$ cat src/set_assoc_lru_cache_lookup_unit_assert.svh
// Assertion macros shared by the cache lookup RTL.
// Each macro expects clk and arst_n to be visible where it is used.
`ifndef SET_ASSOC_LRU_CACHE_LOOKUP_UNIT_ASSERT_SVH
`define SET_ASSOC_LRU_CACHE_LOOKUP_UNIT_ASSERT_SVH

// The consequent must hold in the same cycle as the antecedent.
`define SALCL_ASSERT_NOW(label, ante, cons) \
	label: assert property (@(posedge clk) disable iff (!arst_n) (ante) |-> (cons)) \
		else $error("cache lookup check failed");

// The consequent must hold in the cycle after the antecedent.
`define SALCL_ASSERT_NEXT(label, ante, cons) \
	label: assert property (@(posedge clk) disable iff (!arst_n) (ante) |=> (cons)) \
		else $error("cache lookup check failed");

`endif

$ cat src/salcl_ram.sv
module salcl_ram #(
	parameter int WIDTH = 8,
	parameter int DEPTH = 16
) (
	input  logic                                      clk,
	input  logic                                      we,
	input  logic [((DEPTH > 1) ? $clog2(DEPTH) : 1)-1:0] waddr,
	input  logic [WIDTH-1:0]                          wdata,
	input  logic                                      re,
	input  logic [((DEPTH > 1) ? $clog2(DEPTH) : 1)-1:0] raddr,
	output logic [WIDTH-1:0]                          rdata
);

	logic [WIDTH-1:0] mem [DEPTH];

	always_ff @(posedge clk) begin
		if (we) begin
			mem[waddr] <= wdata;
		end
		if (re) begin
			rdata <= mem[raddr];
		end
	end

endmodule
$ cat config.mk
export PLATFORM = sky130hd
export DESIGN_NAME = salcl_ram
export DESIGN_NICKNAME = d
export VERILOG_FILES = /design/src/set_assoc_lru_cache_lookup_unit_assert.svh /design/src/salcl_ram.sv
export SDC_FILE = /design/constraint.sdc
export NUM_CORES = 1
export LEC_CHECK = 0
export BUFFER_PORTS_ARGS = -buffer_cell sky130_fd_sc_hd__buf_2
export CORE_MARGIN = 2
export CORE_UTILIZATION = 45
export DETAILED_ROUTE_END_ITERATION = 16
export GPL_ROUTABILITY_DRIVEN = 0
export GPL_TIMING_DRIVEN = 0
export PLACE_DENSITY = 0.64
export SLEW_MARGIN = 20
export SYNTH_ARGS = -nofsm -noshare
export SYNTH_HDL_FRONTEND = slang
export SYNTH_SLANG_ARGS = --single-unit
$ cat constraint.sdc
create_clock -name clk -period 1.8 [get_ports clk]
set_input_delay 0.09 -clock clk [delete_from_list [all_inputs] [get_ports clk]]
set_output_delay 0.09 -clock clk [all_outputs]
set_load 0.03 [all_outputs]
# Word level (Yosys, flattened, before mapping)
# Memory sizes are Yosys's and may differ from the RTL's. A register that Yosys moved wholly into a read port is not among the register bits.
# Cells that the tools add are included.
[word_totals]
mem_bits_ro = 0
register_bits = 0
output_inout_bits = 8
mem_count = 1
elab_cells = 3
ramBits = 128
latchBits = 0
in_bits = 19
[classes]
mul = 0
muxes = 2
bitwise_logic = 0
n_reduce_logical = 0
order_cmp = 0
div = 0
shifts = 0
n_addsub = 0
eq_ne = 0
[memory_table]
columns = ["memory", "words", "width", "read_ports", "rd_ports_with_merged_regs", "wr", "line", "rtl"]
rows = [
  ["mem", 16, 8, 1, 1, 1, "salcl_ram.sv:14", "logic [WIDTH-1:0] mem [DEPTH];"],
]
[ops]
columns = ["op", "n"]
rows = [
  ["1-bit 2-to-1 mux", 2],
]

# Depth between registers and ports, before layout
[depth]
word_depth = 2
depth_mapped = 5
ltp_nobuf = 3

# Least setup slack after synthesis
# No wires, ideal clock.
[synth_timing]
path_kind = "input to register"
startpoint = "in waddr[2] (netlist name)"
endpoint = "mem mem[0][0], enable pin"
path_buffers = 0
slack_ns = 0.217
cell_stages = 2
arrival_ns = 1.200
cell_sequence = "or3b_2 nor3_1"
[synth_rtl]
columns = ["element", "line", "rtl"]
rows = [
  ["start: declaration", "salcl_ram.sv:7", "input logic [((DEPTH > 1) ? $clog2(DEPTH) : 1)-1:0] waddr,"],
  ["end: declaration", "salcl_ram.sv:14", ""],
]
# No word-level cell before the write port.

==> results.ini <==
[outcome]
status=completed

[logic_synthesis]
yosys.area_share.simple_pct=3.14
avgSynthCellArea_um2=22.8
syn_area_um2=5230
synth_xor_area_share_pct=0
syn_inst=229
ys_ff_latch=136
synth_nets=248
synth_top_family_by_area=multiplexers
synth_cell_types=18
muxShareOfSynthArea_pct=14.8
ys_seq_area_share_pct=78.1
synthAdderAreaFrac_pct=0
ys.warnings.count=0
synth_compound_area_share_pct=2.30

[clock_network]
cts_max_level=4
cts_resized=0
clk_latency_ns=0.41
cts-root-buf=clkbuf_16
post-cts-setup-buffers=0
cts_max_path_buffers=2
cts_tree=built
clock-sinks=136
clkTransAtPathRegs_ns=0.06
cts_inserted_buffers=17
ctsHoldBuffers=0

[worst_hold_path]
min_path_type=in -> reg

[cells_and_area]
diodes=0
layoutNonFillerInstCount=429
fin_nets=292
final_util_pct=54.2
drive_gt1_share_pct=30.1
n_fill_cell=858
stdcell_area_um2=6160
area_growth_pct=17.9
layout_commonest_cell=edfxtp_1
final_cell_mix=edfxtp_1, buf_2, mux4_2

[critical_path]
critPathCaptureType=flip-flop
critPathLaunchType=flip-flop
crit_type=reg -> reg
crit_arrival_ns=1.71
path_max_fanout=1
cp_data_required_time_ns=1.94

[global_routing]
grt_pass1_wl_mm=14.3
grt_max_degree=17
grt-ovfl-total=0
grt_pass1_vias=2448
grt_usage_pct=16.2
antenna_found_initial=0

[power_and_ir_drop]
ir_drop_mv=0.532
powerDensity_nw_per_um2=1210
leakage_nw=2.05
p_total_mw=7.46

[timing]
clock_skew_ns=0.00866
fin_ws_ns=0.231
clock.fmax_ghz=0.637
post-route-period-util_pct=87.2
fin_crit_ns=1.57
hold_viol_final=0
worst_pin_slew_ns=0.828
timing.hold.ws_ns=0.0321
fin_setup_tns_ns=0
maxSlewHeadroom_pct=44.6
setup-violations-final=0
drv_slew=0
rsz0062_at_grt=false

[route]
dr.pass1.iters=4
drt_wl_total_mm=9.65
wl_per_cell_um=22.5
vias=2407
drt-initial-drc-count=162
ant_nets=0
drcViolationCount=0
via_per_inst=5.61

[floorplan]
rows=39
io_pins=27
dieWidth_um=112
coreArea_um2=11400
start_util_pct=46.0
die_h_um=112
dieArea_um2=12500

[flow_run]
maxCapViolations=0

[place]
place_ws_ns=-0.0193
place_area_um2=5550
dp.cells=397
hpwlAfterDp_mm=6.13
io_buffer_count=25

## state kept, by name (all words and copies together) (netlist names)
| name | cells |
|---|---|
| rdata | 8 |
| mem | 128 |
## worst max-delay path, stage by stage (launching register included)
cell and delay [ns]:
edfxtp_1 0.38, mux4_2 0.49, a22oi_1 0.31, nand2_1 0.12
## cell usage after synthesis (all sizes together)
library cell   count  share of area, %
nor3               4              0.38
mux4              32                15
nor2              13              0.93
a22oi             16               2.3
clkdlybuf4s25      3              0.57
or3b               1              0.17
nand2              9              0.65
and2               1              0.12
nand2b             2              0.24
nor2b              1              0.12
nand3b             2              0.29
nand3              1             0.096
and2b              1              0.14
buf                7               1.1
edfxtp           136                78
## cell families after synthesis
logic type	count (synthesis)
AOI/OAI and AO/OA	16
buffers and inverters	10
DFF	136
muxes	32
and+or+nand+nor	35
## power by group
part           switching (mW)  internal [mW]
clock                    1.22           2.30
sequential             0.0149           3.57
combinational           0.224          0.138
## worst paths after layout
check	startpoint	to	slack [ns]	cells past startpoint
worst min register to register	mem[11][3]	rdata[3]	0.77	3
worst min-delay path	re	rdata[1]	0.03	1
worst max register to register	mem[3][7]	rdata[7]	0.23	3
worst max-delay path	mem[3][7]	rdata[7]	0.23	3
## per-layer routing
layer / global-route usage (%) / wire length, um / vias to the layer above
met5: 0 / 0 / -
met4: 5.43 / 76 / 0
met3: 4.46 / 655 / 5
met2: 25.7 / 4880 / 95
met1: 22.1 / 4030 / 1239
li1: - / - / 1068
## area by class of cell
class | count | area, um2 | area share, %
plain buffers | 10 | 86.3 | 1.40
multi-input cells | 83 | 1080 | 17.5
well taps | 143 | 179 | 2.90
clock inverters | 14 | 181 | 2.94
clock buffers | 18 | 429 | 6.96
flip-flops and latches | 136 | 4080 | 66.3
repair buffers | 25 | 125 | 2.03
(Power assumes the default switching activity.)
